--- src/hw/rtl/rhc_pkg.sv ---
// shared types and constants for the rgb to hsv converter
// no dependencies
`default_nettype none

package rhc_pkg;

	localparam int CHAN_W     = 8;
	localparam int HUE_W      = 9;
	// quotient bits per divide, one pipeline stage each
	localparam int QUOT_W     = 8;
	localparam int NUM_W      = CHAN_W + QUOT_W;

	localparam int FULL_SCALE = 255;
	localparam int SECTOR_DEG = 60;
	localparam int CIRCLE_DEG = 360;

	localparam logic [HUE_W-1:0] HUE_RED_WRAP = HUE_W'(CIRCLE_DEG);
	localparam logic [HUE_W-1:0] HUE_GREEN    = HUE_W'(2 * SECTOR_DEG);
	localparam logic [HUE_W-1:0] HUE_BLUE     = HUE_W'(4 * SECTOR_DEG);

	// channel holding the maximum, ties resolved red, green, blue
	typedef enum logic [1:0] {
		SEC_RED,
		SEC_GREEN,
		SEC_BLUE
	} sector_t;

	// per-pixel control carried alongside the dividers
	typedef struct packed {
		sector_t             sector;
		logic                neg;
		logic                grey;
		logic                black;
		logic [CHAN_W-1:0]   brightness;
	} side_t;

endpackage

`default_nettype wire

--- src/hw/rtl/rhc_front.sv ---
// first stage: max, min, delta, sector and divide numerators
// depends on rhc_pkg
`default_nettype none

module rhc_front import rhc_pkg::*; (
	input  wire logic              clk,
	input  wire logic              arst_n,
	input  wire logic              en,
	input  wire logic              pix_valid,
	input  wire logic [CHAN_W-1:0] red,
	input  wire logic [CHAN_W-1:0] green,
	input  wire logic [CHAN_W-1:0] blue,
	output logic                   valid_s1,
	output side_t                  side_s1,
	output logic [NUM_W-1:0]       sat_num_s1,
	output logic [NUM_W-1:0]       hue_num_s1,
	output logic [CHAN_W-1:0]      delta_s1
);

	sector_t           sector;
	logic [CHAN_W-1:0] max_val;
	logic [CHAN_W-1:0] min_val;
	logic [CHAN_W-1:0] delta;
	logic [CHAN_W-1:0] opa;
	logic [CHAN_W-1:0] opb;
	logic              neg;
	logic [CHAN_W-1:0] mag;
	side_t             side;

	always_comb begin
		if (red >= green && red >= blue) begin
			sector  = SEC_RED;
			max_val = red;
			opa     = green;
			opb     = blue;
		end else if (green >= blue) begin
			sector  = SEC_GREEN;
			max_val = green;
			opa     = blue;
			opb     = red;
		end else begin
			sector  = SEC_BLUE;
			max_val = blue;
			opa     = red;
			opb     = green;
		end

		if (red <= green && red <= blue) begin
			min_val = red;
		end else if (green <= blue) begin
			min_val = green;
		end else begin
			min_val = blue;
		end

		delta = max_val - min_val;
		neg   = (opa < opb);
		mag   = neg ? (opb - opa) : (opa - opb);

		side.sector     = sector;
		side.neg        = neg;
		side.grey       = (delta == '0);
		side.black      = (max_val == '0);
		side.brightness = max_val;
	end

	always_ff @(posedge clk or negedge arst_n) begin
		if (!arst_n) begin
			valid_s1 <= 1'b0;
		end else if (en) begin
			valid_s1 <= pix_valid;
		end
	end

	// delta*255 and 60*|diff| as shift and subtract
	always_ff @(posedge clk) begin
		if (en) begin
			side_s1    <= side;
			delta_s1   <= delta;
			sat_num_s1 <= (NUM_W'(delta) << CHAN_W) - NUM_W'(delta);
			hue_num_s1 <= (NUM_W'(mag) << 6) - (NUM_W'(mag) << 2);
		end
	end

endmodule

`default_nettype wire

--- src/hw/rtl/rhc_div_pipe.sv ---
// pipelined restoring divider, one quotient bit per stage
// numerator must be below den << QW; depends on nothing but its parameters
`default_nettype none

module rhc_div_pipe #(
	parameter int DW = 8,
	parameter int QW = 8
) (
	input  wire logic             clk,
	input  wire logic             en,
	input  wire logic [DW+QW-1:0] numer,
	input  wire logic [DW-1:0]    den,
	output logic [QW-1:0]         quot,
	output logic [DW-1:0]         rem
);

	// index k is after k stages
	logic [DW-1:0] rem_s [1:QW];
	logic [DW-1:0] den_s [1:QW];
	logic [QW-1:0] lo_s  [1:QW];

	for (genvar k = 0; k < QW; k++) begin : g_step
		logic [DW-1:0] rem_in;
		logic [DW-1:0] den_in;
		logic [QW-1:0] lo_in;
		logic [DW:0]   trial;
		logic [DW:0]   diff;
		logic          ge;

		if (k == 0) begin : g_first
			assign rem_in = numer[DW+QW-1:QW];
			assign lo_in  = numer[QW-1:0];
			assign den_in = den;
		end else begin : g_next
			assign rem_in = rem_s[k];
			assign lo_in  = lo_s[k];
			assign den_in = den_s[k];
		end

		always_comb begin
			trial = {rem_in, lo_in[QW-1]};
			diff  = trial - {1'b0, den_in};
			ge    = (trial >= {1'b0, den_in});
		end

		// low bits shift out as quotient bits shift in
		always_ff @(posedge clk) begin
			if (en) begin
				rem_s[k+1] <= ge ? diff[DW-1:0] : trial[DW-1:0];
				lo_s[k+1]  <= {lo_in[QW-2:0], ge};
				den_s[k+1] <= den_in;
			end
		end
	end

	assign quot = lo_s[QW];
	assign rem  = rem_s[QW];

endmodule

`default_nettype wire

--- src/hw/rtl/rhc_post.sv ---
// last stage: floor correction, sector offset, grey and black cases
// depends on rhc_pkg
`default_nettype none

module rhc_post import rhc_pkg::*; (
	input  wire logic              clk,
	input  wire logic              arst_n,
	input  wire logic              en,
	input  wire logic              valid_in,
	input  wire side_t             side,
	input  wire logic [QUOT_W-1:0] hue_quot,
	input  wire logic [CHAN_W-1:0] hue_rem,
	input  wire logic [QUOT_W-1:0] sat_quot,
	output logic                   hsv_valid,
	output logic [HUE_W-1:0]       hue_degrees,
	output logic [CHAN_W-1:0]      saturation,
	output logic [CHAN_W-1:0]      brightness
);

	logic [HUE_W-1:0] mag;
	logic [HUE_W-1:0] hue;

	always_comb begin
		// negative quotients round toward minus infinity
		mag = side.neg ? (HUE_W'(hue_quot) + HUE_W'(hue_rem != '0)) : HUE_W'(hue_quot);
		case (side.sector)
			SEC_RED:   hue = side.neg ? (HUE_RED_WRAP - mag) : mag;
			SEC_GREEN: hue = side.neg ? (HUE_GREEN - mag) : (HUE_GREEN + mag);
			SEC_BLUE:  hue = side.neg ? (HUE_BLUE - mag) : (HUE_BLUE + mag);
			default:   hue = '0;
		endcase
		if (side.grey) begin
			hue = '0;
		end
	end

	always_ff @(posedge clk or negedge arst_n) begin
		if (!arst_n) begin
			hsv_valid <= 1'b0;
		end else if (en) begin
			hsv_valid <= valid_in;
		end
	end

	always_ff @(posedge clk) begin
		if (en) begin
			hue_degrees <= hue;
			saturation  <= side.black ? '0 : sat_quot[CHAN_W-1:0];
			brightness  <= side.brightness;
		end
	end

endmodule

`default_nettype wire

--- src/hw/rtl/rgb_to_hsv_converter.sv ---
// rgb to hsv converter, top level
// depends on rhc_pkg, rhc_front, rhc_div_pipe, rhc_post
//
//  channel | handshake            | payload
//  --------+----------------------+----------------------------------------
//  pixel   | pix_valid, pix_stall | red, green, blue (8b each)
//  hsv     | hsv_valid, hsv_stall | hue_degrees (9b), saturation, brightness
//
// one pixel per clock when not stalled: one front stage, eight divider
// stages (one quotient bit each for the saturation and hue divides), one
// output stage. reset clears only the valid bits. when a result is held
// by hsv_stall the whole pipe freezes and pix_stall is raised; nothing is
// dropped or repeated. no state is kept between pixels.
`default_nettype none

module rgb_to_hsv_converter import rhc_pkg::*; (
	input  wire logic              clk,
	input  wire logic              arst_n,
	input  wire logic              pix_valid,
	output logic                   pix_stall,
	input  wire logic [CHAN_W-1:0] red,
	input  wire logic [CHAN_W-1:0] green,
	input  wire logic [CHAN_W-1:0] blue,
	output logic                   hsv_valid,
	input  wire logic              hsv_stall,
	output logic [HUE_W-1:0]       hue_degrees,
	output logic [CHAN_W-1:0]      saturation,
	output logic [CHAN_W-1:0]      brightness
);

	logic              en;
	logic              valid_s1;
	side_t             side_s1;
	logic [NUM_W-1:0]  sat_num_s1;
	logic [NUM_W-1:0]  hue_num_s1;
	logic [CHAN_W-1:0] delta_s1;
	logic [QUOT_W-1:0] sat_quot;
	logic [CHAN_W-1:0] sat_rem;
	logic [QUOT_W-1:0] hue_quot;
	logic [CHAN_W-1:0] hue_rem;

	// control carried in step with the divider stages
	logic              vld_dly_s  [QUOT_W];
	side_t             side_dly_s [QUOT_W];

	assign en        = !(hsv_valid && hsv_stall);
	assign pix_stall = hsv_valid && hsv_stall;

	rhc_front u_front (
		.clk        (clk),
		.arst_n     (arst_n),
		.en         (en),
		.pix_valid  (pix_valid),
		.red        (red),
		.green      (green),
		.blue       (blue),
		.valid_s1   (valid_s1),
		.side_s1    (side_s1),
		.sat_num_s1 (sat_num_s1),
		.hue_num_s1 (hue_num_s1),
		.delta_s1   (delta_s1)
	);

	// saturation: delta*255 / max
	rhc_div_pipe #(
		.DW (CHAN_W),
		.QW (QUOT_W)
	) u_sat_div (
		.clk   (clk),
		.en    (en),
		.numer (sat_num_s1),
		.den   (side_s1.brightness),
		.quot  (sat_quot),
		.rem   (sat_rem)
	);

	// hue: 60*|diff| / delta
	rhc_div_pipe #(
		.DW (CHAN_W),
		.QW (QUOT_W)
	) u_hue_div (
		.clk   (clk),
		.en    (en),
		.numer (hue_num_s1),
		.den   (delta_s1),
		.quot  (hue_quot),
		.rem   (hue_rem)
	);

	always_ff @(posedge clk or negedge arst_n) begin
		if (!arst_n) begin
			for (int i = 0; i < QUOT_W; i++) begin
				vld_dly_s[i] <= 1'b0;
			end
		end else if (en) begin
			vld_dly_s[0] <= valid_s1;
			for (int i = 1; i < QUOT_W; i++) begin
				vld_dly_s[i] <= vld_dly_s[i-1];
			end
		end
	end

	always_ff @(posedge clk) begin
		if (en) begin
			side_dly_s[0] <= side_s1;
			for (int i = 1; i < QUOT_W; i++) begin
				side_dly_s[i] <= side_dly_s[i-1];
			end
		end
	end

	// the saturation remainder is not needed, only its divide's quotient
	rhc_post u_post (
		.clk         (clk),
		.arst_n      (arst_n),
		.en          (en),
		.valid_in    (vld_dly_s[QUOT_W-1] && (sat_rem == sat_rem)),
		.side        (side_dly_s[QUOT_W-1]),
		.hue_quot    (hue_quot),
		.hue_rem     (hue_rem),
		.sat_quot    (sat_quot),
		.hsv_valid   (hsv_valid),
		.hue_degrees (hue_degrees),
		.saturation  (saturation),
		.brightness  (brightness)
	);

endmodule

`default_nettype wire

--- config.mk ---
export PLATFORM = sky130hd
export DESIGN_NAME = rgb_to_hsv_converter
export DESIGN_NICKNAME = d
export VERILOG_FILES = /design/src/hw/rtl/rhc_pkg.sv /design/src/hw/rtl/rhc_front.sv /design/src/hw/rtl/rhc_div_pipe.sv /design/src/hw/rtl/rhc_post.sv /design/src/hw/rtl/rgb_to_hsv_converter.sv
export SDC_FILE = /design/constraint.sdc
export NUM_CORES = 1
export LEC_CHECK = 0
export BUFFER_PORTS_ARGS = -buffer_cell sky130_fd_sc_hd__buf_2
export CAP_MARGIN = 20
export CORE_MARGIN = 3
export CORE_UTILIZATION = 40
export CTS_CLUSTER_SIZE = 12
export DETAILED_ROUTE_END_ITERATION = 10
export GPL_TIMING_DRIVEN = 0
export PLACE_DENSITY = 0.69
export SLEW_MARGIN = 20
export SYNTH_ARGS = -nofsm -noshare
export SYNTH_HDL_FRONTEND = slang
export SYNTH_SLANG_ARGS = --single-unit
--- constraint.sdc ---
create_clock -name clk -period 15.5 [get_ports clk]
set_input_delay 1.55 -clock clk [delete_from_list [all_inputs] [get_ports clk]]
set_output_delay 1.55 -clock clk [all_outputs]
set_load 0.03 [all_outputs]
==> flow_summary.yaml <==
grt:
  grt_pass1_vias: 15100
  overflow: 0
  grt.total_usage_pct: 13.4
  grt_max_degree: 106
  grt_pass1_wl_um: 71400
  antenna_found_initial: 0
min_path:
  holdPathEnd: "u_hue_div.lo_s[0][42]"
  whs_path_depth: 0
  hold_class: "reg -> reg"
  hold_start: "u_hue_div.lo_s[0][33]"
yosys:
  synthSimpleGateAreaFrac_pct: 9.27
  synth_mux_area_share_pct: 2.16
  synthArstFlopShare_pct: 2.12
  synth.net_count: 2259
  synth-seq-cells: 472
  syn_inst: 2020
  synth_edf_count: 462
  synth_compound_area_share_pct: 11.2
  synth_top_family_by_area: "adder cells"
  seq_area_frac_synth_pct: 57.7
  ys_warn_count: 0
  synthAdderAreaFrac_pct: 11.3
  synth_xor_area_share_pct: 4.14
  synth_cell_type_count: 76
  synth_area_per_cell_um2: 12.1
  synthesis.area_mm2: 0.0245
  synthFlopType: "edfxtp_1"
placement:
  dp_cells: 2860
  gp_congestion: 0.886
  dp_hpwl_um: 30500
  io_buffers: 54
die:
  fp.dieH_um: 253
  fp.dieW_um: 253
  io_pins: 55
  die_area_mm2: 0.0641
  initial_core_util_pct: 40.4
  design.core.area_mm2: 0.0605
  rows: 90
clock_network:
  cts.path.max_buffers: 3
  cts.sinks: 472
  cts_tree: "done"
  post-cts-setup-buffers: 0
  cts_made_buffers: 49
  post_cts_resized: 0
  cts_max_level: 2
  cts_root_buf: "clkbuf_16"
  cts_hold_buf: 0
  clkLatencyLatePin_ps: 580
  clkTransAtPathRegs_ps: 60
timing:
  period_minus_slack_ps: 7260
  finalCritPeriodShare_pct: 46.8
  hold_viol: 0
  setup_viol: 0
  fmax_ghz: 0.138
  fin_skew_ps: 26.4
  rsz0062_at_grt: "false"
  tns_ps: 0
  worst_pin_slew_ps: 821
  final_max_slew_viol_count: 0
  maxSlewHeadroom_pct: 45.1
setup_path:
  reg2reg_to: "u_post.hue_degrees[6]"
  r2r-start: "u_hue_div.rem_s[0][69]"
  cp-end-kind: "flip-flop"
  cp.required_ps: 15800
  path_max_fanout: 10
  crit_path_start_kind: "input port"
  ff2ff_path_depth: 13
  worstSetupPathType: "in -> reg"
  crit_arrival_ps: 7560
  crit_path_start: "green[1]"
  timing.reg2reg.setup_slack_ps: 11510
layout:
  area_delta_synth_final_pct: 11.7
  antenna_cells: 0
  fill_cells: 5369
  nets: 2368
  layout.cells.non_filler: 2936
  drive_above_1_share_pct: 9.38
drt:
  drc_errors: 0
  drt-initial-drc-count: 767
  drt-wirelength-per-cell_um: 14.3
  vias_per_cell: 5.06
  drt_pre_antenna_iters: 5
  vias: 14800
  ant_nets: 0
  wl_um: 42100
flow_run:
  cap_violations: 0
run_status:
  status: "completed"
-- cell usage after synthesis, types with 8 or more instances --
library cell | n | area [um^2]
a21boi_0 | 33 | 248
a21o_1 | 35 | 263
a21oi_1 | 185 | 926
a2bb2oi_1 | 14 | 123
and2_1 | 8 | 50.1
buf_2 | 8 | 40.0
clkbuf_1 | 23 | 86.3
dfrtp_1 | 10 | 250
edfxtp_1 | 462 | 13900
fa_1 | 18 | 360
ha_1 | 193 | 2410
inv_1 | 225 | 845
mux2_2 | 29 | 327
mux2i_1 | 18 | 180
nand2_1 | 60 | 225
nand2b_1 | 40 | 250
nand4_1 | 39 | 244
nor2_1 | 203 | 762
nor2b_1 | 47 | 294
nor3_1 | 10 | 50.1
o21ai_0 | 93 | 465
o22ai_1 | 17 | 106
or2_2 | 17 | 106
xnor2_1 | 79 | 692
xor2_1 | 33 | 289
-- layout by cell type, fill, tap and decap left out, types with 29 or more instances in the layout --
cell type / count
edfxtp_1: 462
inv_1: 225
nor2_1: 203
ha_1: 193
a21oi_1: 185
o21ai_0: 93
xnor2_1: 79
buf_2: 62
nand2_1: 60
clkbuf_16: 52
nor2b_1: 47
nand2b_1: 40
nand4_1: 39
a21o_1: 35
xor2_1: 33
a21boi_0: 33
clkbuf_1: 29
mux2_2: 29
-- kinds of logic after synthesis --
kind of cell / Yosys count
buffers and inverters: 263
and+or+nand+nor: 464
muxes: 48
DFF: 472
AOI/OAI and AO/OA: 448
xor gates and xnor gates: 114
adders and majority gates: 211
-- layer usage --
layer	up-vias	wire, um	GRT usage, %
met1	6991	18000	15.8
met5	-	0	0
li1	7484	-	-
met4	0	1430	5.07
met2	268	20900	24.2
met3	100	1710	2.37
-- flip-flops by register name (all words and copies together) (netlist names), 9 cells and up --
| signal | flops |
|---|---|
| side_dly_s | 104 |
| u_hue_div.rem_s | 64 |
| u_sat_div.lo_s | 62 |
| u_sat_div.rem_s | 56 |
| u_hue_div.den_s | 51 |
| u_hue_div.lo_s | 51 |
| u_front.sat_num_s1 | 15 |
| u_front.hue_num_s1 | 13 |
| u_front.side_s1 | 13 |
| u_post.hue_degrees | 9 |
-- critical path, cell delays in order --
cell,delay (ps)
buf_2,140
inv_1,100
ha_1,300
nor2b_1,130
o211ai_1,200
a21oi_1,120
o32ai_2,580
clkbuf_1,500
clkbuf_1,410
nor2_1,80
a21oi_1,440
inv_1,170
fa_1,520
nand3_1,150
a21oi_2,140
nor2_2,320
mux2i_1,390
nand2_1,110
o21ai_0,80
a21oi_1,100
xor2_1,270
ha_1,280
inv_1,140
a21oi_2,70
a21oi_1,190
xnor2_1,80
-- stage by stage --
step	hold slack (ps)	util (%)	cell area [um^2]	setup WS [ps]
final	397	45.2	27300	8240
after global routing	411	45.2	27300	7690
after CTS	395	45.2	27300	8300
after detailed placement	405	42.7	25800	7670
after global placement	401	42.5	25700	3190
after floorplan	400	-	24500	4870
-- worst max-delay path by stage --
stage / cells after the start / slack [ps] / endpoint
final: 26 / 8240 / u_front.hue_num_s1[13]
after global routing: 25 / 7690 / u_front.hue_num_s1[13]
after CTS: 26 / 8300 / u_front.hue_num_s1[13]
after detailed placement: 25 / 7670 / u_front.hue_num_s1[10]
after global placement: 5 / 3190 / pix_stall
after floorplan: 3 / 4870 / pix_stall
-- cell type report --
class                           count  area (um^2)  area share (%)
Buffer                             36          163           0.595
Clock buffer                       62         1370            5.01
Clock inverter                     14          124           0.453
Inverter                          227          852            3.12
Multi-Input combinational cell   1285         9330            34.2
Sequential cell                   472        14100            51.7
Tap cell                          782          978            3.58
Timing Repair Buffer               58          380            1.39
Power is not shown: default switching activity piles up to over one toggle a cycle in this logic, so the estimate is an artifact.
